`src/hw/rtl/gsse_pkg.sv`:
```
package gsse_pkg;

  localparam int unsigned BYTE_W    = 8;
  localparam int unsigned SAMPLE_W  = 10;
  localparam int unsigned TOTAL_W   = 12;
  localparam int unsigned THRESH_W  = 9;
  localparam int unsigned ANGLE_W   = 9;
  localparam int unsigned CV_W      = 11;
  localparam int unsigned STATUS_W  = 8;
  localparam int unsigned ACODE_W   = 3;

  localparam logic [THRESH_W-1:0] THRESH_RESET = 9'd180;
  localparam logic [BYTE_W-1:0]   SYNC_BYTE    = 8'h55;
  localparam logic [BYTE_W-1:0]   ANGLE_TYPE   = 8'h53;

  localparam logic ACTION_FLEX = 1'b0;
  localparam logic ACTION_GYRO = 1'b1;

  localparam int unsigned TYPE_POS    = 1;
  localparam int unsigned ROLL_LO_POS = 2;
  localparam int unsigned ROLL_HI_POS = 3;
  localparam int unsigned YAW_LO_POS  = 6;
  localparam int unsigned YAW_HI_POS  = 7;

  typedef struct packed {
    logic                      valid;
    logic [TOTAL_W-1:0]        avg_index;
    logic [TOTAL_W-1:0]        avg_middle;
    logic [2*ACODE_W-1:0]      angle_bits;
  } avg_beat_t;

  function automatic logic signed [ANGLE_W-1:0] word_to_deg(input logic [BYTE_W-1:0] lo,
                                                            input logic [BYTE_W-1:0] hi);
    logic signed [15:0] word;
    logic signed [24:0] prod;
    logic signed [24:0] adj;
    word = signed'({hi, lo});
    prod = 25'(word) * 25'sd180;
    adj  = prod[24] ? prod + 25'sd32767 : prod;
    return ANGLE_W'(adj >>> 15);
  endfunction

  function automatic logic [ACODE_W-1:0] angle_code(input logic signed [ANGLE_W-1:0] ang);
    logic [ANGLE_W-1:0] mag;
    logic [1:0]         lvl;
    mag = ang[ANGLE_W-1] ? ANGLE_W'(-ang) : ANGLE_W'(ang);
    if (mag >= ANGLE_W'(30)) begin
      lvl = 2'd3;
    end else if (mag >= ANGLE_W'(20)) begin
      lvl = 2'd2;
    end else if (mag >= ANGLE_W'(10)) begin
      lvl = 2'd1;
    end else begin
      lvl = 2'd0;
    end
    return {lvl, ang[ANGLE_W-1]};
  endfunction

endpackage

```
`src/hw/rtl/gsse_click_eval.sv`:
```
module gsse_click_eval import gsse_pkg::*; (
  input  avg_beat_t              beat_i,
  input  logic [THRESH_W-1:0]    threshold_i,
  output logic [STATUS_W-1:0]    status_byte_o
);

  localparam int unsigned MulW = TOTAL_W + 9;

  logic [MulW-1:0] idx_mul, mid_mul;
  logic [CV_W-1:0] idx_cv, mid_cv;

  assign idx_mul = MulW'(beat_i.avg_index) * MulW'(330);
  assign mid_mul = MulW'(beat_i.avg_middle) * MulW'(330);
  assign idx_cv  = idx_mul[MulW-1:10];
  assign mid_cv  = mid_mul[MulW-1:10];

  assign status_byte_o = {beat_i.angle_bits,
                          mid_cv > CV_W'(threshold_i),
                          idx_cv > CV_W'(threshold_i)};

endmodule

```
`config.mk`:
```
export PLATFORM = sky130hd
export DESIGN_NAME = gsse_click_eval
export DESIGN_NICKNAME = d
export VERILOG_FILES = /design/src/hw/rtl/gsse_pkg.sv /design/src/hw/rtl/gsse_click_eval.sv
export SDC_FILE = /design/constraint.sdc
export NUM_CORES = 1
export LEC_CHECK = 0
export BUFFER_PORTS_ARGS = -buffer_cell sky130_fd_sc_hd__buf_2
export CORE_MARGIN = 1
export CORE_UTILIZATION = 65
export DETAILED_ROUTE_END_ITERATION = 16
export GPL_TIMING_DRIVEN = 1
export PLACE_DENSITY = 0.95
export SYNTH_ARGS = -nofsm -noshare
export SYNTH_HDL_FRONTEND = slang
export SYNTH_SLANG_ARGS = --single-unit
export TNS_END_PERCENT = 30
```
`constraint.sdc`:
```
create_clock -name vclk -period 11.3
set_clock_uncertainty 0.2 [all_clocks]
set_input_delay 1.695 -clock vclk [all_inputs]
set_output_delay 1.695 -clock vclk [all_outputs]
set_load 0.01 [all_outputs]
```
After elaboration in Yosys (flattened, before gate mapping)
Cells that the tools add are included.
{ "totals": {"regBits": 0, "in_bits": 40, "word_cells": 4} }
{ "op_classes": {"multipliers": 2, "magnitude_cmp": 2} }
{ "ops": {"columns": ["operator", "n"], "rows": [
  ["$mul 12x8->20 const B", 2],
  ["$gt 11x9->1", 2]
]} }

Longest topological paths before layout
{ "logic_depth": {"word_depth": 2, "depth_mapped": 20} }

Worst setup path before layout
No wires, ideal clock.
{ "synth_timing": {"path_kind": "input port to output port", "from": "input port beat_i[7] (netlist name)", "to": "output port status_byte_o[1]", "arrival_ns": 5.918, "setup_slack_ns": 3.487, "cell_stages": 19, "path_buffers": 0, "cell_sequence": "ha_1 -> inv_1 -> fa_1 -> inv_1 -> fa_1 -> ha_1 -> ha_1 -> a21oi_1 -> o21ai_0 -> a311oi_2 -> o21ai_1 -> a21oi_1 -> xnor2_1 -> ha_1 -> a21o_1 -> a21oi_1 -> nor2_1 -> a2111oi_0 -> o221ai_1"} }
{ "synth_via": {"elab_chain_len": 2} }
{ "synth_rtl": {"columns": ["element", "line_no", "source"], "rows": [
  ["from (decl)", "gsse_click_eval.sv:2", "input avg_beat_t beat_i,"],
  ["$mul 12x8->20", "gsse_click_eval.sv:13", "assign mid_mul = MulW'(beat_i.avg_middle) * MulW'(330);"],
  ["$gt 11x9->1", "gsse_click_eval.sv:18", "mid_cv > CV_W'(threshold_i),"],
  ["to (decl)", "gsse_click_eval.sv:4", "output logic [STATUS_W-1:0] status_byte_o"]
]} }
No other way between the ends.

Worst setup path in the final report
{ "layout_timing": {"from": "input port beat_i[9] (netlist name)", "to": "output port status_byte_o[1]"} }
Same word-level chain as after synthesis.

==> results.yml <==
status:
  status: "finished, final reports clean"
routing:
  ant_nets: 0
  drt_iter0_markers: 87
  totalWireLength_um: 6053
  route.vias.total: 2644
  wl_per_cell_um: 13.60
  drt_first_pass_iters: 4
  avgViaCountPerCell: 5.942
  drcViolationCount: 0
finish:
  final_nets: 570
  syn2layout_area_growth_pct: 6.544
  diodes: 0
  final_area_sq_mm: 0.003483
  seq_area_sq_um: 0
  drive_gt1_share_pct: 12.17
  seq_cell_count: 0
  nClkBuffers: 0
setup_path:
  required_ps: 9410
  cp-end-kind: "output port"
  worst_ep_arrival_time_ps: 6540
  cp_max_fo: 5
  worst-path-stages: 21
  max_stage_delay_ps: 500
  worstSetupPathType: "in2out"
  cpMaxStageDelayCell: "fa_1"
  cpLargestDelayFamily: "adder cells"
  path_common_cell: "ha_1"
  path_cells: "buf_2 -> ha_1 -> inv_1 -> fa_1 -> inv_1 -> fa_1 -> ha_1 -> ha_1 -> a21oi_1 -> o21ai_0 -> a311oi_2 -> o21ai_1 -> a21oi_1 -> xnor2_1 -> ha_1 -> a21o_1 -> a21oi_1 -> nor2_1 -> a2111oi_0 -> o221ai_1 -> buf_2"
  start_kind: "input pin"
  crit_buf_inv: 4
global_routing:
  met1_usage_pct: 25.49
  grt.busiest_layer: "met2"
  grt_pass1_wl_um: 10860
  antenna_found_initial: 0
  grt_use_total_pct: 25.04
  grt_pass1_vias: 2809
  grtUsageMet2_pct: 54.31
  grt_max_degree: 8
  grt-ovfl-total: 0
  use_met3_pct: 0.6906
pwr:
  internal_power_mw: 0.2262
  switching_share_pct: 53.60
  p_clk_share_pct: 0
  power_frac_seq_pct: 0
  p_comb_share_pct: 100.0
  ir_worst_vdd_mv: 0.07122
  switching_power_mw: 0.2613
  power_density_mw_per_mm2: 140.0
  p_leak_nw: 2.018
yosys:
  synth_nets: 539
  synth_warnings: 0
  syn_avg_cell_area_sq_um: 9.368
  netlist_instances: 349
  ys_seq_area_share_pct: 0
  synth_area_sq_mm: 0.003269
  synth_cell_types: 46
die:
  dieArea_sq_mm: 0.005317
  die_w_um: 72.92
  coreArea_sq_mm: 0.004786
  start_util_pct: 68.31
  rows: 25
  die_h_um: 72.92
  ios: 48
min_path:
  hold-path-cell-count: 0
  min_path_type: "in2out"
timing:
  fin_crit_ps: 8436
  fmax_ghz: 0.1185
  rsz0062_at_grt: "no"
  slew_headroom_pct: 69.93
  post-route-period-util_pct: 74.66
  setup_viol: 0
  final_hold_viol_count: 0
  drv_slew: 0
  fin_tns_setup_ps: 0
  worst_pin_slew_ps: 451.1
place:
  place_congestion: 0.8073
  port_buffers: 35
  place.detailed.hpwl_um: 5658
  placed_area_sq_mm: 0.003483
clock_tree:
  post_cts_buffers: 0
  holdBufCountCts: 0
  ctsResizeCount: 0
flow_run:
  drv_cap: 0
==> layout make-up <==
cell class	instances	area, sq um
Fill cell	385	1303
Timing Repair Buffer	35	175.2
Inverter	51	191.4
Multi-Input combinational cell	292	3033
Tap cell	67	83.83
==> routing by layer <==
| layer | vias to the layer above | part of all wire [%] |
|---|---|---|
| li1 | 1306 | - |
| met1 | 1275 | 40 |
| met2 | 48 | 57 |
| met3 | 15 | 1.4 |
| met4 | 0 | 2.0 |
| met5 | - | 0 |
==> stage by stage <==
| step | total power, mW | setup slack, ps | std cells | util (%) | hold slack (ps) |
|---|---|---|---|---|---|
| after floorplan | 0.3854 | 3487 | 349 | - | 3282 |
| final | 0.4875 | 2864 | 445 | 72.78 | 3190 |
| after global routing | 0.5639 | 2498 | 445 | 72.78 | 3190 |
| after global placement | 0.4576 | 2978 | 445 | 72.78 | 3190 |
| after CTS | 0.4900 | 2858 | 445 | 72.78 | 3190 |
| after detailed placement | 0.4854 | 2859 | 445 | 72.78 | 3190 |
==> placed cells by master, fill, tap and decap left out, types with 4 or more instances in the layout <==
cell type,n
xor2_1,7
inv_1,51
and3_1,5
fa_1,26
ha_1,124
xnor2_1,11
buf_2,35
o21ai_0,8
nand4_1,5
a21oi_1,21
nand3_1,6
nor2_1,11
nor2b_1,4
a21o_1,10
nand2_1,14
==> cells by family (layout without fill, tap and decap cells) <==
group                      count (synthesis)  count (layout)  share of synthesized area (%)
AOI/OAI and AO/OA                         66              66                          15.42
buffers and inverters                     57              86                          7.233
adders and majority gates                150             150                          63.38
xor gates and xnor gates                  18              18                          4.822
and+or+nand+nor                           58              58                          9.147
==> cell usage after synthesis, types with 2 or more instances <==
cell	instances	area, sq um
a211o_1	2	17.52
a211oi_1	2	15.01
a21o_1	10	75.07
a21oi_1	21	105.1
and3_1	5	31.28
buf_4	6	45.04
fa_1	26	520.5
ha_1	124	1551
inv_1	51	191.4
nand2_1	14	52.55
nand2b_1	3	18.77
nand3_1	6	30.03
nand4_1	5	31.28
nor2_1	11	41.29
nor2b_1	4	25.02
nor3_1	2	10.01
o21a_1	3	22.52
o21ai_0	8	40.04
o221ai_1	3	26.28
xnor2_1	11	96.34
xor2_1	7	61.31
==> power groups by stage <==
stage | clock network, mW | registers, mW | logic [mW]
after floorplan | 0 | 0 | 0.385
after global placement | 0 | 0 | 0.458
after detailed placement | 0 | 0 | 0.485
after CTS | 0 | 0 | 0.490
after global routing | 0 | 0 | 0.564
final | 0 | 0 | 0.488
==> final timing paths <==
kind	to	slack, ps	start
min	status_byte_o[5]	3190	beat_i[3]
max	status_byte_o[1]	2860	beat_i[9]
Note: power is estimated with default switching activity, not from simulation.
