File: src/hw/rtl/gsse_pkg.sv
package gsse_pkg;

  localparam int unsigned BYTE_W    = 8;
  localparam int unsigned SAMPLE_W  = 10;
  localparam int unsigned TOTAL_W   = 12;
  localparam int unsigned THRESH_W  = 9;
  localparam int unsigned ANGLE_W   = 9;
  localparam int unsigned CV_W      = 11;
  localparam int unsigned STATUS_W  = 8;
  localparam int unsigned ACODE_W   = 3;

  localparam logic [THRESH_W-1:0] THRESH_RESET = 9'd180;
  localparam logic [BYTE_W-1:0]   SYNC_BYTE    = 8'h55;
  localparam logic [BYTE_W-1:0]   ANGLE_TYPE   = 8'h53;

  localparam logic ACTION_FLEX = 1'b0;
  localparam logic ACTION_GYRO = 1'b1;

  localparam int unsigned TYPE_POS    = 1;
  localparam int unsigned ROLL_LO_POS = 2;
  localparam int unsigned ROLL_HI_POS = 3;
  localparam int unsigned YAW_LO_POS  = 6;
  localparam int unsigned YAW_HI_POS  = 7;

  typedef struct packed {
    logic                      valid;
    logic [TOTAL_W-1:0]        avg_index;
    logic [TOTAL_W-1:0]        avg_middle;
    logic [2*ACODE_W-1:0]      angle_bits;
  } avg_beat_t;

  function automatic logic signed [ANGLE_W-1:0] word_to_deg(input logic [BYTE_W-1:0] lo,
                                                            input logic [BYTE_W-1:0] hi);
    logic signed [15:0] word;
    logic signed [24:0] prod;
    logic signed [24:0] adj;
    word = signed'({hi, lo});
    prod = 25'(word) * 25'sd180;
    adj  = prod[24] ? prod + 25'sd32767 : prod;
    return ANGLE_W'(adj >>> 15);
  endfunction

  function automatic logic [ACODE_W-1:0] angle_code(input logic signed [ANGLE_W-1:0] ang);
    logic [ANGLE_W-1:0] mag;
    logic [1:0]         lvl;
    mag = ang[ANGLE_W-1] ? ANGLE_W'(-ang) : ANGLE_W'(ang);
    if (mag >= ANGLE_W'(30)) begin
      lvl = 2'd3;
    end else if (mag >= ANGLE_W'(20)) begin
      lvl = 2'd2;
    end else if (mag >= ANGLE_W'(10)) begin
      lvl = 2'd1;
    end else begin
      lvl = 2'd0;
    end
    return {lvl, ang[ANGLE_W-1]};
  endfunction

endpackage

File: src/hw/rtl/gsse_gyro_framer.sv
module gsse_gyro_framer import gsse_pkg::*; #(
  parameter int unsigned PACKET_LENGTH = 11
) (
  input  logic                     clk_i,
  input  logic                     rst_ni,
  input  logic                     adv_i,
  input  logic [BYTE_W-1:0]        rx_byte_i,
  output logic [2*ACODE_W-1:0]     angle_bits_o
);

  localparam int unsigned CntW = $clog2(PACKET_LENGTH);

  logic [CntW-1:0]           cnt_q;
  logic [CntW:0]             cnt_inc;
  logic                      drop;
  logic                      done;
  logic                      take;
  logic [BYTE_W-1:0]         type_q, rlo_q, rhi_q, ylo_q, yhi_q;
  logic [BYTE_W-1:0]         type_e, rlo_e, rhi_e, ylo_e, yhi_e;
  logic signed [ANGLE_W-1:0] roll_q, yaw_q;

  assign cnt_inc = {1'b0, cnt_q} + (CntW+1)'(1);
  assign drop    = (cnt_q == '0) && (rx_byte_i != SYNC_BYTE);
  assign done    = cnt_inc == (CntW+1)'(PACKET_LENGTH);
  assign take    = adv_i && !drop;

  // The byte arriving now may itself be one of the fields of a finishing packet.
  assign type_e = (cnt_q == CntW'(TYPE_POS))    ? rx_byte_i : type_q;
  assign rlo_e  = (cnt_q == CntW'(ROLL_LO_POS)) ? rx_byte_i : rlo_q;
  assign rhi_e  = (cnt_q == CntW'(ROLL_HI_POS)) ? rx_byte_i : rhi_q;
  assign ylo_e  = (cnt_q == CntW'(YAW_LO_POS))  ? rx_byte_i : ylo_q;
  assign yhi_e  = (cnt_q == CntW'(YAW_HI_POS))  ? rx_byte_i : yhi_q;

  always_ff @(posedge clk_i or negedge rst_ni) begin
    if (!rst_ni) begin
      cnt_q  <= '0;
      roll_q <= '0;
      yaw_q  <= '0;
    end else if (take) begin
      cnt_q <= done ? '0 : cnt_inc[CntW-1:0];
      if (done && (type_e == ANGLE_TYPE)) begin
        roll_q <= word_to_deg(rlo_e, rhi_e);
        yaw_q  <= word_to_deg(ylo_e, yhi_e);
      end
    end
  end

  always_ff @(posedge clk_i) begin
    if (take) begin
      type_q <= type_e;
      rlo_q  <= rlo_e;
      rhi_q  <= rhi_e;
      ylo_q  <= ylo_e;
      yhi_q  <= yhi_e;
    end
  end

  assign angle_bits_o = {angle_code(yaw_q), angle_code(roll_q)};

endmodule

File: config.mk
export PLATFORM = sky130hd
export DESIGN_NAME = gsse_gyro_framer
export DESIGN_NICKNAME = d
export VERILOG_FILES = /design/src/hw/rtl/gsse_pkg.sv /design/src/hw/rtl/gsse_gyro_framer.sv
export SDC_FILE = /design/constraint.sdc
export NUM_CORES = 1
export LEC_CHECK = 0
export BUFFER_PORTS_ARGS = -buffer_cell sky130_fd_sc_hd__buf_2
export CAP_MARGIN = 20
export CELL_PAD_IN_SITES_DETAIL_PLACEMENT = 2
export CELL_PAD_IN_SITES_GLOBAL_PLACEMENT = 2
export CORE_ASPECT_RATIO = 1.1
export CORE_UTILIZATION = 46
export DETAILED_ROUTE_END_ITERATION = 7
export GPL_ROUTABILITY_DRIVEN = 0
export GPL_TIMING_DRIVEN = 0
export PLACE_DENSITY_LB_ADDON = 0.1
export SLEW_MARGIN = 20
export SYNTH_ARGS = -nofsm -noshare
export SYNTH_HDL_FRONTEND = slang
export SYNTH_SLANG_ARGS = --single-unit
File: constraint.sdc
create_clock -name clk_i -period 10 [get_ports clk_i]
set_input_delay 1.5 -clock clk_i [delete_from_list [all_inputs] [get_ports clk_i]]
set_output_delay 1.5 -clock clk_i [all_outputs]
set_load 0.01 [all_outputs]
## Yosys cells after proc, flatten, opt, wreduce, memory -nomap -nowiden

Index checks and enable logic that the tools add are counted.

- Order comparisons: 6
- Eq/ne operators: 8
- Multipliers: 2
- Muxes and demuxes: 16
- Add/sub/neg operators: 5
- Reduce and logical (&&, ||, !) cells: 6

Operators with widths:

| cell | number |
|---|---|
| adder 24 x 16 -> 24 bit (second input constant) | 2 |
| two-way mux 24 bit | 2 |
| multiplier 16 x 7 -> 23 bit (second input constant) | 2 |
| two-way mux 8 bit | 5 |
| >= comparator 9 x 5 -> 1 bit (second input constant) | 4 |
| >= comparator 9 x 4 -> 1 bit (second input constant) | 2 |
| two-way mux 9 bit | 2 |
| negator 9 bit | 2 |
| == test 4 x 2 -> 1 bit (second input constant) | 2 |
| == test 4 x 3 -> 1 bit (second input constant) | 2 |
| == test 8 x 7 -> 1 bit (second input constant) | 1 |
| two-way mux 2 bit | 4 |
| inequality test 8 x 7 -> 1 bit (second input constant) | 1 |
| adder 4 x 1 -> 5 bit (second input constant) | 1 |
| == test 5 x 4 -> 1 bit (second input constant) | 1 |
| == test 4 x 1 -> 1 bit (second input constant) | 1 |
| zero test 4 bit | 1 |
| two-way mux 4 bit | 1 |
| logical AND 1 bit | 3 |
| two-way mux 1 bit | 2 |
| AND reduction 2 bit | 1 |
| zero test 1 bit | 1 |

- Output and inout port bits: 6
- Word-level logic and storage cells: 51
- Register bits: 62

## Logic depth before layout (Yosys ltp)

- Depth in word-level cells: 6
- Mapped depth: 24

## Worst setup path after synthesis

No wires, ideal clock.

- Path type: input to register
- From: input port rx_byte_i[6]
- To: register roll_q[7]
- Required time: 9918 ps
- Path buffers: 0
- Slack: 3603 ps
- Stages: 18
- Arrival time: 6315 ps
- Cells stage by stage: mux2i_1 > inv_1 > ha_1 > ha_1 > fa_1 > inv_1 > fa_1 > inv_1 > ha_1 > and3_1 > and4_1 > a32o_1 > nor3_1 > xnor2_1 > nor4bb_1 > nand3_2 > or4_1 > a31oi_1

- Elaborated cells on any way between the ends: 13

RTL lines:

| item | RTL line | source |
|---|---|---|
| start: declaration | gsse_gyro_framer.sv:7 | `input logic [BYTE_W-1:0] rx_byte_i,` |
| two-way mux 8 bit (*) | gsse_gyro_framer.sv:30 | `assign rhi_e = (cnt_q == CntW'(ROLL_HI_POS)) ? rx_byte_i : rhi_q;` |
| named net rhi_e[6] | gsse_gyro_framer.sv:19 | `logic [BYTE_W-1:0] type_e, rlo_e, rhi_e, ylo_e, yhi_e;` |
| multiplier 16 x 7 -> 23 bit (*) | gsse_pkg.sv:38 | `prod = 25'(word) * 25'sd180;` |
| adder 24 x 16 -> 24 bit | gsse_pkg.sv:39 | `adj = prod[24] ? prod + 25'sd32767 : prod;` |
| two-way mux 24 bit (*) | gsse_pkg.sv:39 |  |
| end signal: assignment | gsse_gyro_framer.sv:42 | `roll_q <= word_to_deg(rlo_e, rhi_e);` |
| end: declaration | gsse_gyro_framer.sv:20 | `logic signed [ANGLE_W-1:0] roll_q, yaw_q;` |

The timed path passes the listed nets; every way through them passes the cells marked *.
A chain may end at the register's enable or synchronous reset.

## Worst setup path after layout

- From: register cnt_q[0]
- To: register yaw_q[8]

- Longest elaborated chain between the ends: 5
- Elaborated cells on any way between the ends: 18

RTL lines:

| item | RTL line | source |
|---|---|---|
| start: declaration | gsse_gyro_framer.sv:13 | `logic [CntW-1:0] cnt_q;` |
| start signal: assignment | gsse_gyro_framer.sv:40 | `cnt_q <= done ? '0 : cnt_inc[CntW-1:0];` |
| == test 4 x 3 -> 1 bit (*) | gsse_gyro_framer.sv:32 | `assign yhi_e = (cnt_q == CntW'(YAW_HI_POS)) ? rx_byte_i : yhi_q;` |
| two-way mux 8 bit (*) | gsse_gyro_framer.sv:32 |  |
| named net yhi_e[0] | gsse_gyro_framer.sv:19 |  |
| multiplier 16 x 7 -> 23 bit (*) | gsse_pkg.sv:38 |  |
| adder 24 x 16 -> 24 bit | gsse_pkg.sv:39 |  |
| two-way mux 24 bit (*) | gsse_pkg.sv:39 |  |
| end signal: assignment | gsse_gyro_framer.sv:43 | `yaw_q <= word_to_deg(ylo_e, yhi_e);` |
| end: declaration | gsse_gyro_framer.sv:20 |  |

Marked as above.

==> results.yml <==
detailed_routing:
  first_pass_iters: 4
  drt-initial-drc-count: 340
  routed_wl_um: 30800
  via_count: 7091
  viasPerCell: 6.14
  post-route-drc-count: 0
  wl_per_cell_um: 26.7
  drtAntennaViolNets: 0
synthesis:
  synth_compound_area_share_pct: 13.5
  synth_fa_ha_area_share_pct: 30.6
  synth_ff_type: "edfxtp_1"
  synth-edff-count: 40
  synthArstFlopShare_pct: 35.5
  synth_cell_types: 79
  ys_seq_area_share_pct: 21.1
  syn_area_per_cell_um2: 9.42
  synthXorXnorAreaFrac_pct: 5.16
  yosysWarnings: 0
  synth_top_family_by_area: "adder cells"
  synth_mux_area_share_pct: 8.05
  synthesis.area_um2: 8310
  synth_fp_nets: 1065
  syn_inst: 883
  yosys.area_share.simple_pct: 12.9
  synth_seq_cells: 62
layout:
  area_growth_pct: 8.59
  fin_nets: 1094
  finalNonFillerCells: 1155
  antenna_cells: 0
  drive_gt1_share_pct: 12.4
clocking:
  cts_buffers: 9
  cts-root-buf: "clkbuf_16"
  clock-sinks: 62
  ctsHtreeMaxLevel: 3
  cts_tree: "done"
  ctsHoldBuffers: 0
  clk_pin_slew_ns: 0.06
  clock_latency_ns: 0.35
  clock_path_buffers: 2
  post-cts-setup-buffers: 0
  cts_resized: 0
floorplanning:
  coreArea_um2: 17700
  rows: 51
  ioPinCount: 17
  die_h_um: 143
  dieArea_um2: 18600
  start_util_pct: 47.0
  die_x_um: 130
job:
  cap_violations: 0
min_path:
  hold_depth: 1
  hp-start: "yaw_q[1]$_DFFE_PN0P_"
  hold_end: "yaw_q[1]$_DFFE_PN0P_"
  worst_hold_path_type: "register to register"
global_routing:
  grt_pass1_wl_um: 48400
  grt_pass1_vias: 8330
  grt_antenna_before_repair: 0
  grt_overflow: 0
  grtUsageTotal_pct: 35.4
  grt_max_degree: 23
sta:
  fin_crit_sh_pct: 76.3
  maxSlewHeadroom_pct: 33.7
  finalSetupViolCount: 0
  fmax_ghz: 0.131
  finalWorstSetupSlack_ns: 2.37
  hold_violations: 0
  maxSlewViolCount: 0
  rsz0062_at_grt: "false"
  fin_crit_ns: 7.63
  fin_setup_tns_ns: 0
  fin_worst_skew_ns: 0.0100
  tightestPinTransition_ns: 0.985
placement:
  dpl_worst_slack_ns: 2.33
  dp_hpwl_um: 21600
  placed_cells: 1139
  io_buffers: 16
critical_path:
  r2r_start: "cnt_q[0]$_DFFE_PN0P_"
  r2r_cells: 22
  cp_max_fo: 10
  cp.arrival_ns: 7.84
  required_ns: 10.21
  critPathLaunchType: "register"
  worstSetupPathType: "register to register"
  cp-end-kind: "register"
  r2r_slack_ns: 2.37
  r2r-end: "yaw_q[8]$_DFFE_PN0P_"
status:
  status: "completed"
==> cell families (layout without fill, tap and decap cells) <==
logic type	Yosys count	count (layout)
AOI/OAI and AO/OA	158	158
xor gates and xnor gates	49	49
adders and majority gates	171	171
buffers and inverters	185	219
DFF	62	62
muxes	61	61
and+or+nand+nor	197	197
==> routing by layer <==
metal,GRT usage (%),wire length [um],vias up,part of all wire (%)
met5,0,0,-,0
met3,4.46,776,120,2.5
met4,22.6,2030,0,6.6
met2,66.1,16400,205,53
met1,36.8,11600,3618,37
li1,-,-,3148,-
==> sequential cells by signal (all words and copies together) (netlist names) <==
| signal | count |
|---|---|
| type_q | 8 |
| yaw_q | 9 |
| rhi_q | 8 |
| rlo_q | 8 |
| cnt_q | 4 |
| yhi_q | 8 |
| ylo_q | 8 |
| roll_q | 9 |
==> cells in the mapped netlist (7+ instances only) <==
cell type | number | area (um2)
inv_1 | 160 | 601
ha_1 | 117 | 1460
fa_1 | 54 | 1080
mux2_2 | 47 | 529
nor2_1 | 42 | 158
nand2_1 | 41 | 154
edfxtp_1 | 40 | 1200
a21oi_1 | 38 | 190
xnor2_1 | 33 | 289
dfrtp_1 | 22 | 551
o21ai_0 | 20 | 100
nor3_1 | 19 | 95.1
xor2_1 | 16 | 140
a21o_1 | 14 | 105
mux2i_1 | 14 | 140
nand3_1 | 13 | 65.1
clkbuf_1 | 11 | 41.3
and3_1 | 10 | 62.6
nand4_1 | 10 | 62.6
nor4_1 | 8 | 50.1
o31ai_1 | 8 | 60.1
a211oi_1 | 7 | 52.6
a31oi_1 | 7 | 43.8
o211ai_1 | 7 | 52.6
==> cells in the final DEF, fill, tap and decap left out, types with 4 or more instances in the layout <==
master and instances:
clkbuf_1 11, buf_2 22, a211oi_1 7, o21ai_0 20
o211ai_1 7, nor2b_1 4, nor2_1 42, a31oi_1 7
nand2b_1 6, o21a_1 5, nor4_1 7, o22ai_1 5
or3_1 6, and2_1 5, mux2i_1 14, and4_1 5
a21o_1 14, dfrtp_1 22, nand2_1 41, nor3_1 19
clkbuf_16 9, or4_1 5, nand3b_1 4, and3_1 10
inv_1 160, o2111ai_1 5, ha_1 117, buf_4 6
nand4_1 10, o31ai_1 8, edfxtp_1 40, mux2_2 47
a21oi_1 38, xor2_1 16, nand3_1 13, fa_1 54
xnor2_1 33
==> worst max-delay path by stage <==
stage	from	to	depth (start not counted)
after floorplan	rx_byte_i[6]	roll_q[7]$_DFFE_PN0P_	18
after global placement	rx_byte_i[0]	yaw_q[4]$_DFFE_PN0P_	20
after detailed placement	rx_byte_i[0]	yaw_q[4]$_DFFE_PN0P_	20
after CTS	cnt_q[0]$_DFFE_PN0P_	yaw_q[4]$_DFFE_PN0P_	22
after global routing	cnt_q[0]$_DFFE_PN0P_	yaw_q[8]$_DFFE_PN0P_	22
final	cnt_q[0]$_DFFE_PN0P_	yaw_q[8]$_DFFE_PN0P_	22
==> through the flow <==
step           instance area [um2]  util (%)  hold slack [ns]
5_1_grt                       9030      51.1            0.595
3_5_place_dp                  8720      49.3            0.510
4_1_cts                       9020      51.0            0.566
6_report                      9030      51.1            0.570
3_3_place_gp                  8690      49.2            0.503
2_1_floorplan                 8310         -            0.470
==> critical path, cell delays in order, from the launching register on <==
cell       delay (ns)
dfrtp_1          0.45
ha_1             0.35
nand3b_4         0.15
buf_2            0.28
mux2i_1          0.41
inv_1            0.22
ha_1             0.35
ha_1             0.33
fa_1             0.61
inv_1            0.08
fa_1             0.51
inv_1            0.05
ha_1             0.29
clkbuf_1         0.29
nand4_1          0.23
nor4_1           0.70
o21ai_0          0.25
o211ai_1         0.28
mux2i_1          0.26
o2111ai_1        0.43
nor4_2           0.60
a311o_1          0.25
o221ai_1         0.11
==> cell type report <==
cell class	count	area (um2)
buffer	25	124
clock buffer	9	225
clock inverter	7	73.8
fill	1906	8650
inverter	160	601
multi-input combinational	636	5850
sequential	62	1750
tap	238	298
timing repair buffer	18	110
Power is left out: the tool's default activity adds up to more than one toggle a clock period on the data nets, which glitch-free logic cannot reach.
