[src/hw/rtl/gsse_pkg.sv]
package gsse_pkg;

  localparam int unsigned BYTE_W    = 8;
  localparam int unsigned SAMPLE_W  = 10;
  localparam int unsigned TOTAL_W   = 12;
  localparam int unsigned THRESH_W  = 9;
  localparam int unsigned ANGLE_W   = 9;
  localparam int unsigned CV_W      = 11;
  localparam int unsigned STATUS_W  = 8;
  localparam int unsigned ACODE_W   = 3;

  localparam logic [THRESH_W-1:0] THRESH_RESET = 9'd180;
  localparam logic [BYTE_W-1:0]   SYNC_BYTE    = 8'h55;
  localparam logic [BYTE_W-1:0]   ANGLE_TYPE   = 8'h53;

  localparam logic ACTION_FLEX = 1'b0;
  localparam logic ACTION_GYRO = 1'b1;

  localparam int unsigned TYPE_POS    = 1;
  localparam int unsigned ROLL_LO_POS = 2;
  localparam int unsigned ROLL_HI_POS = 3;
  localparam int unsigned YAW_LO_POS  = 6;
  localparam int unsigned YAW_HI_POS  = 7;

  typedef struct packed {
    logic                      valid;
    logic [TOTAL_W-1:0]        avg_index;
    logic [TOTAL_W-1:0]        avg_middle;
    logic [2*ACODE_W-1:0]      angle_bits;
  } avg_beat_t;

  function automatic logic signed [ANGLE_W-1:0] word_to_deg(input logic [BYTE_W-1:0] lo,
                                                            input logic [BYTE_W-1:0] hi);
    logic signed [15:0] word;
    logic signed [24:0] prod;
    logic signed [24:0] adj;
    word = signed'({hi, lo});
    prod = 25'(word) * 25'sd180;
    adj  = prod[24] ? prod + 25'sd32767 : prod;
    return ANGLE_W'(adj >>> 15);
  endfunction

  function automatic logic [ACODE_W-1:0] angle_code(input logic signed [ANGLE_W-1:0] ang);
    logic [ANGLE_W-1:0] mag;
    logic [1:0]         lvl;
    mag = ang[ANGLE_W-1] ? ANGLE_W'(-ang) : ANGLE_W'(ang);
    if (mag >= ANGLE_W'(30)) begin
      lvl = 2'd3;
    end else if (mag >= ANGLE_W'(20)) begin
      lvl = 2'd2;
    end else if (mag >= ANGLE_W'(10)) begin
      lvl = 2'd1;
    end else begin
      lvl = 2'd0;
    end
    return {lvl, ang[ANGLE_W-1]};
  endfunction

endpackage

[src/hw/rtl/gsse_flex_accum.sv]
module gsse_flex_accum import gsse_pkg::*; #(
  parameter int unsigned SAMPLES_AVERAGED = 3
) (
  input  logic                  clk_i,
  input  logic                  rst_ni,
  input  logic                  adv_i,
  input  logic                  stage_en_i,
  input  logic [SAMPLE_W-1:0]   index_sample_i,
  input  logic [SAMPLE_W-1:0]   middle_sample_i,
  input  logic [2*ACODE_W-1:0]  angle_bits_i,
  output avg_beat_t             beat_o
);

  localparam int unsigned RecipShift = 14;
  localparam int unsigned Recip      = (2**RecipShift + SAMPLES_AVERAGED - 1) / SAMPLES_AVERAGED;
  localparam int unsigned ProdW      = TOTAL_W + RecipShift + 1;

  logic [TOTAL_W-1:0] idx_total_q, mid_total_q;
  logic [TOTAL_W-1:0] idx_new, mid_new;
  logic [1:0]         cnt_q, cnt_new;
  logic               emit;
  logic [ProdW-1:0]   idx_prod, mid_prod;

  assign idx_new  = idx_total_q + TOTAL_W'(index_sample_i);
  assign mid_new  = mid_total_q + TOTAL_W'(middle_sample_i);
  assign cnt_new  = cnt_q + 2'd1;
  assign emit     = cnt_new == 2'(SAMPLES_AVERAGED);
  assign idx_prod = ProdW'(idx_new) * ProdW'(Recip);
  assign mid_prod = ProdW'(mid_new) * ProdW'(Recip);

  always_ff @(posedge clk_i or negedge rst_ni) begin
    if (!rst_ni) begin
      idx_total_q <= '0;
      mid_total_q <= '0;
      cnt_q       <= '0;
      beat_o      <= '0;
    end else begin
      if (adv_i) begin
        idx_total_q <= emit ? '0 : idx_new;
        mid_total_q <= emit ? '0 : mid_new;
        cnt_q       <= emit ? '0 : cnt_new;
      end
      if (stage_en_i) begin
        beat_o.valid      <= adv_i && emit;
        beat_o.avg_index  <= idx_prod[TOTAL_W+RecipShift-1:RecipShift];
        beat_o.avg_middle <= mid_prod[TOTAL_W+RecipShift-1:RecipShift];
        beat_o.angle_bits <= angle_bits_i;
      end
    end
  end

endmodule

[config.mk]
export PLATFORM = sky130hd
export DESIGN_NAME = gsse_flex_accum
export DESIGN_NICKNAME = d
export VERILOG_FILES = /design/src/hw/rtl/gsse_pkg.sv /design/src/hw/rtl/gsse_flex_accum.sv
export SDC_FILE = /design/constraint.sdc
export NUM_CORES = 1
export LEC_CHECK = 0
export BUFFER_PORTS_ARGS = -buffer_cell sky130_fd_sc_hd__buf_2
export CAP_MARGIN = 20
export CORE_ASPECT_RATIO = 1.75
export CORE_MARGIN = 4
export CORE_UTILIZATION = 50
export DETAILED_ROUTE_END_ITERATION = 8
export PLACE_DENSITY_LB_ADDON = 0.08
export SYNTH_ARGS = -nofsm -noshare
export SYNTH_HDL_FRONTEND = slang
export SYNTH_SLANG_ARGS = --single-unit
[constraint.sdc]
create_clock -name clk_i -period 10.9 [get_ports clk_i]
set_clock_uncertainty 0.05 [all_clocks]
set_input_delay 0.545 -clock clk_i [delete_from_list [all_inputs] [get_ports clk_i]]
set_output_delay 0.545 -clock clk_i [all_outputs]
set_load 0.03 [all_outputs]
Word level (Yosys, flattened, before mapping)
Cells that the tools add are included.
{"block": "classes", "n_addsub": 3, "multipliers": 2, "n_eq_ne": 1, "muxes": 3, "reduce_logical": 1}
{"cell": "$mul 12x12->24 const B", "n": 2}
{"cell": "$add 12x10->12", "n": 2}
{"cell": "$mux 12", "n": 2}
{"cell": "$add 2x1->2 const B", "n": 1}
{"cell": "$eq 2x2->1 const B", "n": 1}
{"cell": "$mux 2", "n": 1}
{"cell": "$logic_and 1x1->1", "n": 1}
{"block": "word_totals", "reg_bits": 55, "in_bits": 30, "out_inout_bits": 31, "wordCells": 17}

Longest topological paths before layout
Gate-level depths: netlist of the first run.
{"block": "depth", "ltp_word": 3, "ltp_mapped": 27}

Worst setup path after synthesis of the first run
No wires, ideal clock.
{"block": "synth_timing", "kind": "input to register", "startpoint": "input middle_sample_i[0]", "endpoint": "register beat_o[16] (netlist bit)", "arrival_time_ns": 6.628, "t_required_ns": 10.755, "path_slack_ns": 4.127, "stages": 25, "n_path_buf": 0, "cell_sequence": "ha_1 -> fa_1 -> a21o_1 -> a21oi_1 -> o21bai_1 -> a2111oi_0 -> nor3_1 -> xor2_1 -> ha_1 -> ha_1 -> inv_1 -> fa_1 -> inv_1 -> fa_1 -> inv_1 -> fa_1 -> inv_1 -> ha_1 -> o21ai_0 -> o21ai_0 -> o211ai_1 -> nor3_1 -> or4_1 -> and4b_1 -> o31ai_1"}
{"block": "synth_via", "elab_chain_cells": 2}
{"element": "start: declaration", "line_no": "gsse_flex_accum.sv:9", "source": "input logic [SAMPLE_W-1:0] middle_sample_i,"}
{"element": "$add 12x10->12", "line_no": "gsse_flex_accum.sv:25", "source": "assign mid_new = mid_total_q + TOTAL_W'(middle_sample_i);"}
{"element": "$mul 12x12->24", "line_no": "gsse_flex_accum.sv:29", "source": "assign mid_prod = ProdW'(mid_new) * ProdW'(Recip);"}
{"element": "end: declaration", "line_no": "gsse_flex_accum.sv:11", "source": "output avg_beat_t beat_o"}
No other way between the ends.
A chain may end at the register's enable or synchronous reset.

Final worst setup path of the first run
{"block": "layout_timing", "startpoint": "register mid_total_q[0]", "endpoint": "register beat_o[14] (netlist bit)"}
{"block": "layout_via", "elab_chain_cells": 2}
{"element": "start: declaration", "line_no": "gsse_flex_accum.sv:18", "source": "logic [TOTAL_W-1:0] idx_total_q, mid_total_q;"}
{"element": "start signal: assignment", "line_no": "gsse_flex_accum.sv:40", "source": "mid_total_q <= emit ? '0 : mid_new;"}
{"element": "$add 12x10->12", "line_no": "gsse_flex_accum.sv:25"}
{"element": "$mul 12x12->24", "line_no": "gsse_flex_accum.sv:29"}
No other way between the ends.

==> run summary, run 1 <==
The average wire per cell in the routed design was 17.2 µm. Of the available clock period, the critical path in the final layout requires 67.7%. The highest routing layer actually used is met4. In this run the mean area of a mapped cell was 9.73 µm². The kind of cell with the highest combined delay along the critical path is adder cells.

Once the floorplan was initialized, standard cells occupied 51.3% of the core. For the number of max-slew violations in the final report, the log shows 0. The layout-stage area growth over the synthesis result was 7.77%; the number of levels the H-tree was split into was 2.

The routability congestion estimate is 0.857. The flow ran to the end, and the final reports show no timing, DRC or antenna violations. Die height: 177 µm. The number of standard-cell rows in the floorplan is 61. The number of cells on the critical path is 25, and the total DRC errors in the routed layout is 0. In this run the worst setup path terminates at beat_o[14]. The top cell type by area accounts for 27.1% of the synthesized area. The worst setup path is captured at a flop. The synthesized netlist occupies a cell area of 8180 µm². The synthesized netlist cell count is 841, and the combined buffer and inverter count along the critical path is 4.

Counting the buffers created by CTS gives 5. The total length of routed wires came out at 18700 µm. The number of buffers added on ports came out at 58.

The data required time at the worst endpoint is 11000 ps, and the wire length on met3 is 164 µm. The count of antenna diodes in the layout came out at 0. Number of vias in the routed layout: 6105. STA classifies the critical path startpoint as a flop.

Setup violations remaining at the end of the flow were counted as 0. The core box area came out at 16000 µm². The via density per instance came out at 5.62. The worst register-to-register path begins at mid_total_q[0]. For the final routed database, the setup TNS stands at 0 ps. In the synthesized netlist the async set-or-reset flop fraction comes to 100%. TritonCTS built the clock tree. Clock latency on the worst-skew pair, taken at its later pin, is 290 ps. For the number of DRC markers in iteration 0, the log shows 171. The critical path starts at mid_total_q[0]. The number of max-capacitance violations reported came out at 0. Setup slack on the worst reg-to-reg path comes out at 3520 ps. The post-DP HPWL was 16300 µm; the number of storage elements in the synthesis netlist was 55. For the pin with the worst max-slew slack, the measured transition is 796 ps.

The number of setup buffers added after CTS is 0. The tree is rooted in a sky130_fd_sc_hd__clkbuf_16. For the routed wire length on met2, the log shows 11500 µm. The startpoint-to-endpoint class of the critical path is reg -> reg.

After global routing the overflow that remains totals 0. The first global-routing pass estimated 31600 µm of wire. The synthesized netlist contains 62 unique library cells.

Yosys printed 0 warnings. Counting flops with a built-in enable in the synthesized netlist gives 0. Setup repair after global routing left no endpoint under its margin. On the worst path, the slowest cell contributes a delay of 690 ps. The largest net degree at the start of global routing was 56.

The worst hold path belongs to the class in -> async. For the number of filler cells placed in the layout, the log shows 1486. The run gives 55 as the CTS sink count. The synthesized design spends more area on one cell type than any other, namely sky130_fd_sc_hd__ha_1. The post-route netlist has 10.6% of its cells at a drive strength greater than 1. The global-route total usage across every layer came out at 21.0%. Measured along the x axis, the die boundary spans 105 µm.

The number of resized instances in the post-cts repair step was 0. The hold-fix buffer count after cts is 0. The number of nets in the final layout is 1175. The critical-path maximum fanout is 5. The number of nets with antenna violations after detailed routing was 0; the number of antenna violations at the first check in global routing was 0. The tools report the endpoint arrival time on the critical path as 7480 ps. On the critical path, the stage with the largest delay is an instance of sky130_fd_sc_hd__a2111oi_0.

No sink is reached through more buffers than the 2 on the longest clock path. The post-CTS clock slew at the launch and capture registers of the worst setup and hold paths came out at 80 ps. The worst path in the final design needs a cycle of 7380 ps, including I/O delays and setup.

Worst reg2reg path depth: 25. The via count of the first global-routing pass is 6791. In this run the critical register-to-register path is captured at beat_o[14]. For the highest achievable clock rate, the log shows 135 MHz. The flip-flop cell with the highest count after synthesis is sky130_fd_sc_hd__dfrtp_1. The overall die area is 18500 µm², and the count of endpoints failing hold in the final timing report is 0. The number of iterations in the first detailed-routing pass was 4; the routed metal-1 wire length was 6430 µm.

After synthesis, the cell types taking the most area are sky130_fd_sc_hd__ha_1 (27%), sky130_fd_sc_hd__fa_1 (18%), sky130_fd_sc_hd__dfrtp_1 (17%). The most common library cell in the layout ignoring fill and taps was sky130_fd_sc_hd__ha_1. After synthesis, flip-flops and latches occupy 16.8% of the total area. Leaving out fill and tap cells, the most frequent cells in the layout are sky130_fd_sc_hd__ha_1 (177), sky130_fd_sc_hd__inv_1 (167), sky130_fd_sc_hd__fa_1 (72). 61 I/O pins were placed. The tools report the relative slew slack as 46.3%.
per-stage QoR:
step           utilization, %  instances  worst slack [ps]  hold WS (ps)  cell area (µm²)
3_3_place_gp             54.4       1078              3430           421             8670
6_report                 55.3       1086              3520           327             8810
5_1_grt                  55.3       1086              3030           395             8810
3_5_place_dp             54.4       1078              3300           428             8670
2_1_floorplan               -        842              4130           199             8180
4_1_cts                  55.3       1086              3530           367             8810
cells in the mapped netlist, drive strengths merged (4+ instances only):
cell type and instances:
buf 5, xnor2 29, nor2 20, or3 13
xor2 21, nand4 4, inv 167, nor3 14
o2111ai 4, nor2b 4, o21ai 22, nand2 27
a21o 16, mux2 19, ha 177, nand3 12
dfrtp 55, fa 72, o21a 6, o211ai 6
and3 10, a22o 16, a21oi 34, a31oi 11
o21bai 5, clkbuf 9, a211oi 16, o2bb2ai 6
layout make-up:
cell class                 count  area, µm²  area share [%]
multi-input combinational    606       6120            69.4
sequential                    55       1380            15.6
inverter                     167        627            7.11
timing repair buffer          61        313            3.55
tap                          189        236            2.68
clock buffer                   5        125            1.42
clock inverter                 3       18.8           0.213
state kept, by name (all words and copies together) (netlist names):
name / cells
idx_total_q: 12
cnt_q: 2
beat_o: 29
mid_total_q: 12
layer usage:
| layer | GRT usage [%] | vias up |
|---|---|---|
| li1 | - | 3009 |
| met1 | 20.1 | 3009 |
| met2 | 45.2 | 56 |
| met3 | 0.730 | 31 |
| met4 | 8.10 | 0 |
| met5 | 0 | - |
kinds of logic after synthesis:
group           Yosys count  share of synthesized area [%]
xor+xnor                 50                           5.35
flops                    55                           16.8
buf+inv                 181                           8.41
fa+ha+maj               249                           44.7
compound gates          167                           14.5
simple gates            119                           7.51
mux                      19                           2.66
other cells               1                         0.0458
worst min path at each step:
stage                     startpoint         end  slack (ps)  depth (start not counted)
final                         rst_ni   beat_o[6]         330                          2
after global routing          rst_ni   beat_o[6]         400                          2
after CTS                     rst_ni   beat_o[6]         370                          2
after detailed placement  beat_o[25]  beat_o[25]         430                          1
after global placement    beat_o[20]  beat_o[20]         420                          2
after floorplan               rst_ni   beat_o[0]         200                          0
Power of run 1 is left out: the tool's default activity adds up to more than one toggle a clock period on the data nets, which glitch-free logic cannot reach.
==> run 2: changes to the inputs <==
clock period = 7.5 ns   (was 10.9 ns; I/O delays follow)
==> run 2 against run 1 <==
Effect of this change: critical endpoint is now beat_o[16]; critical path depth up 1; hold slack worse by 170 ps; routed wire length shrank 0.37%; flip-flop and latch count is the same; fmax up 4.2%; cell count is 1.0% higher; global-route usage fell by 0.49 points; worst setup slack worse by 3100 ps; non-clock buffer count increased by 11; largest cell class unchanged; register-to-register slack got worse by 3100 ps.
==> run summary, run 2 (same netlist as run 1, synthesis figures left out) <==
The run finished with clean final reports. The hold-fix buffer count after cts came out at 0. The transition time at the pin with the least slew margin was 735 ps. TritonCTS built the clock tree. The fraction of final layout cells with drive strength greater than 1 came out at 11.8%. The net count of the finished layout is 1186. For the initial standard-cell utilization of the core, the log shows 51.3%.

For the final routed database, the setup TNS stands at 0 ps. The logs give 0 for the number of max-slew violations in the final report and 0 for the number of antenna violations at the first check in global routing. Number of vias in the routed layout: 6148. The count of endpoints failing hold in the final timing report was 0. The tree is rooted in a sky130_fd_sc_hd__clkbuf_16. The post-CTS clock slew at the launch and capture registers of the worst setup and hold paths is 70 ps. Counting flops per register, the top entry is beat_o. The data required time at the worst endpoint was 7650 ps.

Across every metal layer, demand over resource in global routing totals 20.5%. The routability congestion estimate came out at 0.871. The first global-routing pass estimated 30600 µm of wire. The via count of the first global-routing pass was 6542. The worst setup path is captured at a flop. The floorplan step defined a die boundary enclosing 18500 µm².

The kind of path behind the tightest hold check was in -> async. The startpoint-to-endpoint class of the critical path was reg -> reg. The via density per instance is 5.60. Before CTS, the worst setup slack after placement is 109 ps. The highest achievable clock rate was 141 MHz; the layout-stage area growth over the synthesis result was 9.29%. The number of iterations in the first detailed-routing pass was 4; the number of placed I/O pins was 61.

The clock tree synthesis step divided the H-tree into 2 levels. Clock tree synthesis found a total of 55 sinks. The die width is 105 µm, and the number of max-capacitance violations reported is 0.

Of all nets on the critical path, the largest fanout is 5. Setup repair after global routing left no endpoint under its margin. The register with the most flip-flops in the layout has 29 of them.

STA classifies the critical path startpoint as a flop. The worst path in the final design needs a cycle of 7090 ps, including I/O delays and setup. The worst setup slack after layout was 414 ps; the final worst-path cycle share was 94.5%. Entering global routing, the biggest net connects 56 pins. Setup violations remaining at the end of the flow were counted as 0. Total length of routed wires: 18600 µm. The count of nets left with antenna violations once routing finished came out at 0. Leaving out fill and tap cells, the most frequent cell in the layout is sky130_fd_sc_hd__ha_1. The run gives 0 as the count of antenna diodes in the layout. The later pin in the worst-skew pair is clocked with a latency of 300 ps.

After detailed routing, the number of remaining DRC violations is 0. Counting the buffers created by CTS gives 5. The tools report the core box area as 16000 µm².

Row generation in the floorplan step produced 61 rows. The die height is 177 µm, and the endpoint arrival time on the critical path is 7240 ps. Headroom to the max-slew limit came out at 51.0%. The wire-length estimate of the detail-placed layout is 16100 µm. The top cell types in the final layout, fill and taps aside, are sky130_fd_sc_hd__ha_1 (177), sky130_fd_sc_hd__inv_1 (167), sky130_fd_sc_hd__fa_1 (72). The tools report the number of DRC markers in iteration 0 as 197. Port buffering added 58 buffers. Dividing the detail-routed wire length by the instance count gives 17.0 µm.

The largest registers in the layout are beat_o (29), idx_total_q (12), mid_total_q (12). The overflow left after global routing was 0; the maximum buffer depth of the clock tree was 2.
[run 2: critical path: stages (launching register included)]
cell                        delay [ps]
sky130_fd_sc_hd__dfrtp_1           380
sky130_fd_sc_hd__ha_1              230
sky130_fd_sc_hd__fa_1              410
sky130_fd_sc_hd__a21o_1            180
sky130_fd_sc_hd__a21oi_1           220
sky130_fd_sc_hd__o21bai_1          110
sky130_fd_sc_hd__a2111oi_0         480
sky130_fd_sc_hd__buf_4             200
sky130_fd_sc_hd__nor3_1             80
sky130_fd_sc_hd__xor2_2            290
sky130_fd_sc_hd__ha_1              310
sky130_fd_sc_hd__ha_1              280
sky130_fd_sc_hd__inv_1              50
sky130_fd_sc_hd__fa_1              520
sky130_fd_sc_hd__inv_1              50
sky130_fd_sc_hd__fa_1              530
sky130_fd_sc_hd__inv_1              50
sky130_fd_sc_hd__fa_1              530
sky130_fd_sc_hd__inv_1              40
sky130_fd_sc_hd__ha_1              340
sky130_fd_sc_hd__o21ai_0           120
sky130_fd_sc_hd__o21ai_0           110
sky130_fd_sc_hd__o211ai_1          360
sky130_fd_sc_hd__nor3_1            160
sky130_fd_sc_hd__or4_1             510
sky130_fd_sc_hd__and4b_1           200
sky130_fd_sc_hd__o31ai_1           190
[run 2: layer usage]
layer	wire length [µm]	vias up	global-route usage (%)
met5	0	-	0
li1	-	3032	-
met1	6510	3026	19.9
met3	175	26	1.02
met4	515	0	7.39
met2	11400	64	43.9
[run 2: per-stage QoR]
stage	cells	hold WS [ps]	util [%]	cell area, µm²
floorplan	842	29.4	-	8180
global placement	1089	425	54.9	8750
detailed placement	1089	431	54.9	8750
CTS	1097	192	56.0	8930
global route	1097	236	56.0	8940
finish	1097	157	56.0	8940
[run 2: what timing repair did]
item	in CTS	in global routing
resized for setup	0	1
endpoints found under the setup margin	0	3
buffers inserted	0	0
[run 2: layout make-up]
class | count | area [µm²]
Multi-Input combinational cell | 606 | 6130
Sequential cell | 55 | 1380
Timing Repair Buffer | 72 | 395
Clock inverter | 2 | 38.8
Clock buffer | 6 | 139
Inverter | 167 | 627
Fill cell | 1456 | 7010
Tap cell | 189 | 236
[run 2: path summary, 6_finish.rpt]
check	start	endpoint	slack (ps)	cells past startpoint
worst max-delay path	mid_total_q[0]	beat_o[16]	410	26
min in group clk_i	angle_bits_i[5]	beat_o[5]	250	2
worst min register to register	beat_o[20]	beat_o[20]	440	2
max in group asynchronous	rst_ni	idx_total_q[5]	6740	2
worst max register to register	mid_total_q[0]	beat_o[16]	410	26
worst min-delay path	rst_ni	beat_o[6]	160	2
Power of run 2 is left out for the same reason.
==> run 3: changes to the inputs <==
CELL_PAD_IN_SITES_DETAIL_PLACEMENT = 1   (was default)
CELL_PAD_IN_SITES_GLOBAL_PLACEMENT = 1   (was default)
CORE_UTILIZATION = 49   (was 50)
==> run 3 against run 2 <==
Effect of this change: first-iteration DRC count down 12%; worst setup slack worse by 39 ps; critical path depth up 1; global-route usage up 2.9 points; clock-buffer cell count down 1; critical endpoint unchanged; highest routed layer unchanged.
==> run summary, run 3 (same netlist as run 1, synthesis figures left out) <==
CTS built an H-tree with a depth of 2. The logs give 0 for the total of endpoints with negative setup slack in the final report and 8810 µm² for the placed instance area. The run gives 1138 as the number of non-filler instances in the completed layout. The number of flip-flops under the largest register name was 29; the setup slack of the most critical reg-to-reg path was 370 ps.

The average wire per cell in the routed design was 18.6 µm. The first global-routing pass estimated 35400 µm of wire. For this run, the detailed router's first-pass iteration total came to 4. Using the TritonRoute via totals, the vias-per-cell ratio works out to 5.62. STA classifies the critical path endpoint as a flop. The wire length on met3 is 154 µm, and the transition time at the pin with the least slew margin is 800 ps.

The startpoint-to-endpoint class of the critical path is reg -> reg. The highest metal layer carrying signal wires in the routed design is met4. Clock latency on the worst-skew pair, taken at its later pin, is 300 ps. The fraction of final layout cells with drive strength greater than 1 is 12.6%. Across all layers, the routed design uses 6396 vias.

The tree built by TritonCTS fans out to 55 sinks. In the post-route analysis, the smallest setup slack over all paths is 374 ps. The largest registers in the layout are beat_o (29), idx_total_q (12), mid_total_q (12). The initialized floorplan defines 62 standard-cell rows. Detailed placement finished with a half-perimeter wire length of 18500 µm.

Counting tap cells, the placed design contains a total of 1126 instances. Critical-path maximum fanout: 5. The congestion estimate from routability-driven global placement came to 0.890.

Shortest period the worst path allows: 7130 ps. Counting flops per register, the top entry is beat_o. Buffers inserted during clock tree synthesis total 5. After detailed routing, the wire length on met1 is 6960 µm.

The number of buffers added on ports was 58. The net count of the finished layout is 1192. The count of endpoints failing hold in the final timing report is 0, and the largest net degree at the start of global routing is 56.

The number of antenna violations at the first check in global routing was 0; the maximum buffer depth of the clock tree was 2. From synthesis to final layout, the design area changed by 10.2%. The tools report the global-route total usage across every layer as 23.4%. The tools report the count of antenna diodes in the layout as 0. The tools report the via count of the first global-routing pass as 7524. In the layout the commonest cells are sky130_fd_sc_hd__ha_1 (177), sky130_fd_sc_hd__inv_1 (167), sky130_fd_sc_hd__fa_1 (72).

The final worst-path cycle share came out at 95.0%. The master of the slowest instance on the critical path is sky130_fd_sc_hd__fa_1. Clock-pin slew was measured on the worst setup and hold paths at 80 ps.

For this block, the routed nets add up to 21200 µm of wire. The die covers 18900 µm². Counting the fill cells in the layout gives 1935.

The detailed router finished its first iteration with 174 violations. From left edge to right edge, the die measures 106 µm. The worst setup slack before clock tree synthesis came out at -2.40 ps. In this run the clock root is driven by a sky130_fd_sc_hd__clkbuf_16. The run finished with clean final reports.

For the worst setup path, the data arrival time is 7270 ps. The region available for standard cell placement spans 16400 µm². The total overflow left after global routing is 0. The tools report the data required time at the worst endpoint as 7650 ps. The die height is 179 µm, and the total DRC errors in the routed layout is 0. Pin placement for this block handled 61 I/O pins. The kind of path behind the tightest hold check was in -> async.

The count of nets left with antenna violations once routing finished came out at 0. The number of max-slew violations in the final report was 0; the relative slew slack was 46.0%. Static timing analysis puts the maximum clock frequency at 140 MHz. Wire segments on met2 add up to 13200 µm in the final route.

Initial standard-cell utilization of the core: 49.7%. The worst setup path is launched from a flop. Summing all non-filler instances in the final layout gives an area of 9010 µm².

The number of max-capacitance violations reported was 0. The delay of the slowest cell on the worst path is 540 ps. Leaving out fill and tap cells, the most frequent cell in the layout is sky130_fd_sc_hd__ha_1.

TritonCTS built the clock tree.
## run 3: per-stage QoR
| step | hold WS (ps) | util, % | setup TNS, ps |
|---|---|---|---|
| after floorplan | 29.4 | - | 0 |
| after global placement | 415 | 53.6 | 0 |
| after detailed placement | 435 | 53.6 | -2.40 |
| after CTS | 201 | 54.5 | 0 |
| after global routing | 231 | 54.8 | -47.8 |
| final | 168 | 54.8 | 0 |
## run 3: worst max-delay path: cells and delay by family (launching register included)
family | cells | cell delay [ps]
adders and majority gates | 8 | 3240
AOI/OAI and AO/OA | 8 | 1650
and+or+nand+nor | 4 | 870
buffers and inverters | 6 | 570
DFF | 1 | 400
xor gates and xnor gates | 1 | 240
## run 3: path summary, 6_finish.rpt
check / from / end / depth (start not counted)
worst max register to register: mid_total_q[0] / beat_o[16] / 27
worst max-delay path: mid_total_q[0] / beat_o[16] / 27
worst min-delay path: rst_ni / beat_o[10] / 2
worst min register to register: beat_o[30] / beat_o[30] / 1
max in group asynchronous: rst_ni / mid_total_q[7] / 2
min in group clk_i: angle_bits_i[0] / beat_o[0] / 2
## run 3: layout make-up
| class | instances | area (µm²) | area share [%] |
|---|---|---|---|
| Clock inverter | 3 | 23.8 | 0.264 |
| Inverter | 167 | 627 | 6.96 |
| Timing Repair Buffer | 78 | 440 | 4.89 |
| Sequential cell | 55 | 1380 | 15.3 |
| Tap cell | 224 | 280 | 3.11 |
| Multi-Input combinational cell | 606 | 6140 | 68.1 |
| Clock buffer | 5 | 125 | 1.39 |
## run 3: layer usage
layer,vias to the layer above,global-route usage (%)
met1,3238,21.7
met5,-,0
li1,3040,-
met3,53,1.12
met2,65,50.3
met4,0,10.8
## run 3: timing repair
action,4_1_cts,5_1_grt
hold buffers,0,0
gates resized for setup,0,5
buffers inserted,0,4
setup endpoints to repair,0,5
Power of run 3 is left out for the same reason.
